[config.mk]
export PLATFORM = sky130hd
export DESIGN_NAME = twc_ctrl
export DESIGN_NICKNAME = d
export VERILOG_FILES = /design/src/sv/twc_pkg.sv /design/src/sv/twc_ctrl.sv
export SDC_FILE = /design/constraint.sdc
export NUM_CORES = 1
export LEC_CHECK = 0
export ABC_AREA = 1
export BUFFER_PORTS_ARGS = -buffer_cell sky130_fd_sc_hd__buf_4
export CAP_MARGIN = 20
export CELL_PAD_IN_SITES_DETAIL_PLACEMENT = 0
export CELL_PAD_IN_SITES_GLOBAL_PLACEMENT = 2
export CORE_AREA = 2 2 39 41
export CTS_CLUSTER_DIAMETER = 30
export CTS_CLUSTER_SIZE = 8
export DETAILED_ROUTE_END_ITERATION = 10
export DIE_AREA = 0 0 41 43
export PLACE_DENSITY_LB_ADDON = 0.1
export SLEW_MARGIN = 10
export SYNTH_ARGS = -nofsm -noshare
export SYNTH_HDL_FRONTEND = slang
export SYNTH_SLANG_ARGS = --single-unit
[constraint.sdc]
create_clock -name clock -period 1.65 [get_ports clock]
set_clock_uncertainty 0.05 [all_clocks]
set_input_delay 0.2475 -clock clock [delete_from_list [all_inputs] [get_ports clock]]
set_output_delay 0.2475 -clock clock [all_outputs]
set_load 0.02 [all_outputs]
[src/sv/twc_pkg.sv]
// shared types and constants for the text console writer
`default_nettype none

package twc_pkg;

   localparam int KIND_W = 2;
   localparam int CODE_W = 8;
   localparam int ATTR_W = 8;
   localparam int IDX_W  = 11;
   localparam int CUR_W  = 11;
   localparam int DATA_W = 16;

   localparam int DEF_COLUMNS = 80;
   localparam int DEF_ROWS    = 24;

   localparam logic [KIND_W-1:0] KIND_PUT   = 2'd0;
   localparam logic [KIND_W-1:0] KIND_CLEAR = 2'd1;
   localparam logic [KIND_W-1:0] KIND_READ  = 2'd2;

   localparam logic [CODE_W-1:0] CODE_NEWLINE   = 8'd10;
   localparam logic [CODE_W-1:0] CODE_BACKSPACE = 8'd8;

   // space in light grey on black
   localparam logic [DATA_W-1:0] BLANK_CELL = 16'h0720;

   typedef struct packed {
      logic latch;
      logic exec;
      logic sweep;
      logic load_rsp;
   } cmd_type;

   typedef struct packed {
      logic start_sweep;
      logic sweep_last;
   } status_type;

endpackage

`default_nettype wire

[src/sv/twc_ctrl.sv]
// sequencing state machine and result valid flag
`default_nettype none

module twc_ctrl import twc_pkg::*; (
   input  wire logic       clock,
   input  wire logic       reset,
   input  wire logic       req_valid,
   output logic            req_ready,
   output logic            rsp_valid,
   input  wire logic       rsp_ready,
   output cmd_type         cmd,
   input  wire status_type status
);

   localparam logic [1:0] ST_IDLE  = 2'd0;
   localparam logic [1:0] ST_EXEC  = 2'd1;
   localparam logic [1:0] ST_SWEEP = 2'd2;
   localparam logic [1:0] ST_DONE  = 2'd3;

   logic [1:0] state_ff;
   logic [1:0] state_in;
   logic       rsp_valid_ff;
   logic       rsp_valid_in;
   logic       slot_free;

   assign slot_free = !rsp_valid_ff || rsp_ready;
   assign req_ready = (state_ff == ST_IDLE) && !reset;
   assign rsp_valid = rsp_valid_ff;

   always_comb begin
      state_in     = state_ff;
      cmd          = '0;
      rsp_valid_in = rsp_valid_ff && !rsp_ready;
      unique case (state_ff)
         ST_IDLE: begin
            if (req_valid) begin
               cmd.latch = 1'b1;
               state_in  = ST_EXEC;
            end
         end
         ST_EXEC: begin
            cmd.exec = 1'b1;
            state_in = status.start_sweep ? ST_SWEEP : ST_DONE;
         end
         ST_SWEEP: begin
            cmd.sweep = 1'b1;
            if (status.sweep_last) begin
               state_in = ST_DONE;
            end
         end
         ST_DONE: begin
            // wait here while the previous result is still held
            if (slot_free) begin
               cmd.load_rsp = 1'b1;
               rsp_valid_in = 1'b1;
               state_in     = ST_IDLE;
            end
         end
         default: begin
            state_in = ST_IDLE;
         end
      endcase
   end

   always_ff @(posedge clock) begin
      if (reset) begin
         state_ff     <= ST_IDLE;
         rsp_valid_ff <= 1'b0;
      end else begin
         state_ff     <= state_in;
         rsp_valid_ff <= rsp_valid_in;
      end
   end

   a_accept_exec: assert property (@(posedge clock) disable iff (reset)
      (req_valid && req_ready) |=> (state_ff == ST_EXEC))
      else $error("accepted item not executed");

   a_rsp_from_done: assert property (@(posedge clock) disable iff (reset)
      $rose(rsp_valid_ff) |-> ($past(state_ff) == ST_DONE))
      else $error("result raised outside done state");

   a_sweep_entry: assert property (@(posedge clock) disable iff (reset)
      (state_ff == ST_SWEEP) |->
         (($past(state_ff) == ST_EXEC) || ($past(state_ff) == ST_SWEEP)))
      else $error("sweep entered without an executing item");

endmodule

`default_nettype wire

==> impl_results.md, run 1 <==
* Status: completed
* Die width at 41 um
* Slew headroom at 88.7%
* First DRT Iteration DRCs at 5
* Inserted Clock Buffers at 3
* Design internal power at 356 uW
* Cell area after layout at roughly 380 um2
* Pwr per Cell Area at 1750 mW/mm2
* CTS clk-pin slew, worst paths at 0.04 ns
* Final Hold Fails at 0
* Routability Congestion at 0.720
* Pwr Total at 656 uW
* Comb power frac at ~60%
* Fill count at ~160
* Dpl ws at between 0.3 and 0.4 ns
* Syn_area_per_cell at 6.66 um2
* Die area at 0.00176 mm2
* Initial cell density of the core at 17.8%
* GRT Overall Usage at approximately 6.7%
* Via/cell ratio at 3.87
* Nets at 64
* Synth unique cells at 9
* Register area at approximately 60 um2
* Area of the multi-input gates at 153 um2
* Worst slew pin tran at 0.169 ns
* F_max at 655 MHz
* Area grow syn2layout at 52.3%
* Worst endpoint required time at 1.35 ns
* CP Capture Type: primary output
* Final WL at 542 um
* Die Span Y at ~43 um
* Placed Area at 349 um2
* Max Cap Violations at 0
* First-pass GRT wire length at 724 um
* Diodes inserted at 0
* Fin crit period at 1.53 ns
* H-tree depth at 1
* Final TNS setup at 0 ns
* Worst EP arrival at about 1.2 ns
* Seq/Total Area, Yosys at 24.4%
* Hold buffers post-CTS at 0
* Post-route setup slack at roughly 0.12 ns
* Largest net degree at the start of global routing at 6
* Core footprint at 0.00138 mm2
* Rows at 14
* Vias at 263
* CP Max Fanout at 5
* CTS resizes at 0
* Cells after synthesis at 37
* Syn_nets at 48
* Post-route ant nets at 0
* RSZ-0062 raised after global routing: false
* Initial antenna violation count at 0
* Switching share of power at 45.7%
* Vias in the first global route at 200
* Post-route DRC at 0
* Clock Latency Late Sink at 0.23 ns
* Power share of the clock group at 19.1%
* Startpoint types: register
* Slew Viols, Final at 0
* TritonCTS sink count at 3
* Maximum VDD drop at ~0.00059 V
* Setup bufs post-CTS at 0
* I/O pin total at 12
* Router iterations before antenna repair at 4
* Root Buffer: clkbuf_4
* Buffers on Ports at 11
* Worst hold path class: primary input to register
* Yosys Warn Count at 0
* #FFs+latches synth at 3
* Ratio of cells with drive above 1 in the final layout at 28.8%
* Most common cell after layout, fill and taps aside: buf_4
* Total grt overflow at 0
* Clk buf depth at 2
* Most frequent cells in the layout: buf_4, inv_1, nand2_1
* P_leak at 0.000221 uW
* Final critical-path share of the clock period at 92.6%
* Setup CP Type: register to primary output
* Final count of negative-setup-slack endpoints at 0
* WL per Instance at 7.97 um
* Sw power at 300 uW
* Seq pwr share at approximately a fifth
* Cell area after synthesis at 246 um2
* CTS tree: yes
-- power groups by stage --
stage	Combinational [uW]	Clock, uW	Sequential, uW
floorplan	273	0	131
global placement	396	0	134
detailed placement	399	0	135
CTS	399	133	134
global route	447	141	137
finish	398	125	133
-- layer usage --
layer	wire length (um)	track usage (%)
met5	0	0
met4	0	4.00
met3	63	6.28
met2	242	9.06
met1	236	6.41
-- worst max-delay path, stage by stage, from the launching register on --
cell and delay, ns:
dfxtp_1 0.38, inv_1 0.13, ha_1 0.25, nand2_1 0.07, inv_1 0.04, buf_4 0.14
-- cells by family after synthesis --
group	after synthesis	synth area share [%]
AOI/OAI and AO/OA	3	6.09
adders and majority gates	5	25.4
buffers and inverters	9	13.7
DFF	3	24.4
and+or+nand+nor	17	30.5
-- through the flow --
stage          utilization [%]  hold slack, ns  std cells
6_report                  27.1           0.143         68
5_1_grt                   27.1           0.135         68
4_1_cts                   27.1           0.138         68
3_5_place_dp              25.2           0.386         64
3_3_place_gp              25.2           0.380         64
2_1_floorplan                -           0.267         37
-- Yosys cell counts (all sizes together) --
master | count | area, um2
nor2 | 5 | 18.8
nand3 | 2 | 15.0
nand3b | 1 | 7.51
ha | 5 | 62.6
dfxtp | 3 | 60.1
a21oi | 3 | 15.0
inv | 9 | 33.8
nand2 | 9 | 33.8
-- flip-flops by register name (all words and copies together) (netlist names) --
signal,count
state_ff,2
rsp_valid,1
-- worst paths after layout --
check              startpoint           to  slack [ns]  cells after the start
hold reg to reg     rsp_valid    rsp_valid        0.44                      2
setup / recovery  state_ff[0]       cmd[3]        0.12                      5
hold / removal          reset    rsp_valid        0.14                      2
setup reg to reg  state_ff[0]  state_ff[0]        0.35                      6
-- final cells by class --
| cell class | count | share of cell area, % |
|---|---|---|
| Clock buffer | 4 | 7.00 |
| Timing Repair Buffer | 11 | 22.0 |
| Sequential cell | 3 | 16.0 |
| Tap cell | 16 | 5.33 |
| Multi-Input combinational cell | 25 | 40.7 |
| Inverter | 9 | 9.00 |
Note: power is estimated with default switching activity, not from simulation.
==> run 2: changes to the inputs <==
--- a/config.mk
+++ b/config.mk
@@ -15,7 +15,7 @@
 export CTS_CLUSTER_SIZE = 8
 export DETAILED_ROUTE_END_ITERATION = 10
 export DIE_AREA = 0 0 41 43
-export PLACE_DENSITY_LB_ADDON = 0.1
+export PLACE_DENSITY = 0.63
 export SLEW_MARGIN = 10
 export SYNTH_ARGS = -nofsm -noshare
 export SYNTH_HDL_FRONTEND = slang
==> impl_results.md, run 2 (synthesized netlist as in run 1, its figures left out) <==
* P_leak at 0.000221 uW (unchanged)
* CP Capture Type: primary output
* Vias at 248 (-5.7%)
* Core footprint at 0.00138 mm2 (unchanged)
* F_max at 657 MHz (+0.41%)
* Maximum VDD drop at 0.000331 V (-44%)
* Post-route DRC at 0 (unchanged)
* Worst hold path class: primary input to register
* Dpl ws at 0.361 ns (+0.00402 ns)
* Clock Latency Late Sink at 0.23 ns (about the same)
* RSZ-0062 raised after global routing: false
* Setup bufs post-CTS at 0 (unchanged)
* Root Buffer: clkbuf_4
* Die area at 0.00176 mm2 (unchanged)
* Max Cap Violations at 0 (unchanged)
* Setup CP Type: register to primary output
* Design internal power at 354 uW (-0.56%)
* Fill count at 160 (-0.62%)
* Reg with most FFs: state_ff
* Largest net degree at the start of global routing at 6 (unchanged)
* Worst Setup SP: state_ff[0]
* Switching share of power at 45.4% (-0.37 points)
* Die Span Y at 43 um (unchanged)
* GRT Overall Usage at 6.62% (-0.10 points)
* H-tree depth at 1 (unchanged)
* Worst reg-to-reg setup slack at 0.40 ns (+0.05 ns)
* Buffers on Ports at 11 (unchanged)
* WL per Instance at 7.43 um (-6.8%)
* Total grt overflow at 0 (unchanged)
* I/O pin total at 12 (unchanged)
* Pwr per Cell Area at 1730 mW/mm2 (-1.2%)
* CP Max Fanout at 5 (unchanged)
* Worst hold path stage count at 2 (unchanged)
* Ratio of cells with drive above 1 in the final layout at 28.8% (unchanged)
* Worst endpoint required time at 1.35 ns (about the same)
* Seq pwr share at 20.4% (+0.2 points)
* Power share of the clock group at 19.8% (+0.7 points)
* Area grow syn2layout at 52.3% (unchanged)
* Cell area after layout at 375 um2 (unchanged)
* CTS tree: yes
* Final critical-path share of the clock period at 92.2% (-0.38 points)
* CTS clk-pin slew, worst paths at 0.04 ns (about the same)
* Reg2reg end: state_ff[0]
* Reg2reg path depth at 6 (unchanged)
* CTS resizes at 0 (unchanged)
* TritonCTS sink count at 3 (unchanged)
* Diodes inserted at 0 (unchanged)
* Die width at 41 um (unchanged)
* Post-route ant nets at 0 (unchanged)
* Worst Setup EP: cmd[3]
* Status: completed
* Sw power at 294 uW (-2.0%)
* Comb power frac at 59.8% (-0.9 points)
* DP Wirelength at 407 um
* Slew headroom at 89.7% (+0.97 points)
* Worst EP arrival at 1.22 ns (about the same)
* Via/cell ratio at 3.65 (-5.7%)
* RR Startpoint: state_ff[0]
* First DRT Iteration DRCs at 1 (-4)
* Startpoint types: register
* Final TNS setup at 0 ns (unchanged)
* Routability Congestion at 0.674 (-6.3%)
* Most common cell after layout, fill and taps aside: buf_4
* Worst slew pin tran at 0.154 ns (-0.0146 ns)
* Router iterations before antenna repair at 2 (-2)
* Final Hold Fails at 0 (unchanged)
* Placed Area at 349 um2 (unchanged)
* Slew Viols, Final at 0 (unchanged)
* Fin crit period at 1.52 ns (-0.00621 ns)
* Inserted Clock Buffers at 3 (unchanged)
* Vias in the first global route at 208 (+4.0%)
* Nets at 64 (unchanged)
* Post-route setup slack at 0.129 ns (+0.00621 ns)
* Final WL at 505 um (-6.8%)
* Rows at 14 (unchanged)
* Max reg flops at 2 (unchanged)
* Final count of negative-setup-slack endpoints at 0 (unchanged)
* Hold buffers post-CTS at 0 (unchanged)
* Clk buf depth at 2 (unchanged)
* First-pass GRT wire length at 703 um (-2.9%)
* Most frequent cells in the layout: buf_4, inv_1, nand2_1
* Initial cell density of the core at 17.8% (unchanged)
* Initial antenna violation count at 0 (unchanged)
==> run 2: cell counts in the layout (fill, tap and decap cells not counted) <==
No cell type changed its count.
==> run 2: power groups by stage <==
| stage | Combinational [uW] | Clock [uW] | Sequential (uW) |
|---|---|---|---|
| finish | 387 | 129 | 132 |
| CTS | 394 | 135 | 133 |
| global placement | 399 | 0 | 136 |
| detailed placement | 394 | 0 | 135 |
| global route | 432 | 143 | 135 |
| floorplan | 273 | 0 | 131 |
==> run 2: metal layers <==
metal | GRT usage, % | part of all wire, %
met1 | 5.77 | 43
met2 | 9.38 | 51
met3 | 3.14 | 5.9
met4 | 8.00 | 0
met5 | 0 | 0
==> run 2: through the flow <==
stage	total power (uW)	hold slack, ns	util (%)	instances
2_1_floorplan	404	0.267	-	37
3_3_place_gp	536	0.387	25.2	64
3_5_place_dp	529	0.389	25.2	64
4_1_cts	662	0.144	27.1	68
5_1_grt	710	0.149	27.1	68
6_report	648	0.151	27.1	68
==> run 2: worst min-delay path by stage <==
stage / to / slack, ns / startpoint
2_1_floorplan: rsp_valid / 0.27 / reset
3_3_place_gp: rsp_valid / 0.39 / reset
3_5_place_dp: rsp_valid / 0.39 / reset
4_1_cts: rsp_valid / 0.14 / reset
5_1_grt: rsp_valid / 0.15 / reset
6_report: rsp_valid / 0.15 / reset
==> run 2: area by class of cell <==
cell class                      instances  area, um2  area share [%]
Multi-Input combinational cell         25        153            40.7
Timing Repair Buffer                   11       82.6            22.0
Sequential cell                         3       60.1            16.0
Clock buffer                            4       26.3            7.00
Tap cell                               16       20.0            5.33
Inverter                                9       33.8            9.00
==> run 2: worst max-delay path, stage by stage, from the launching register on <==
cell and delay (ns):
dfxtp_1 0.38, inv_1 0.12, ha_1 0.24, nand2_1 0.07, inv_1 0.03, buf_4 0.14
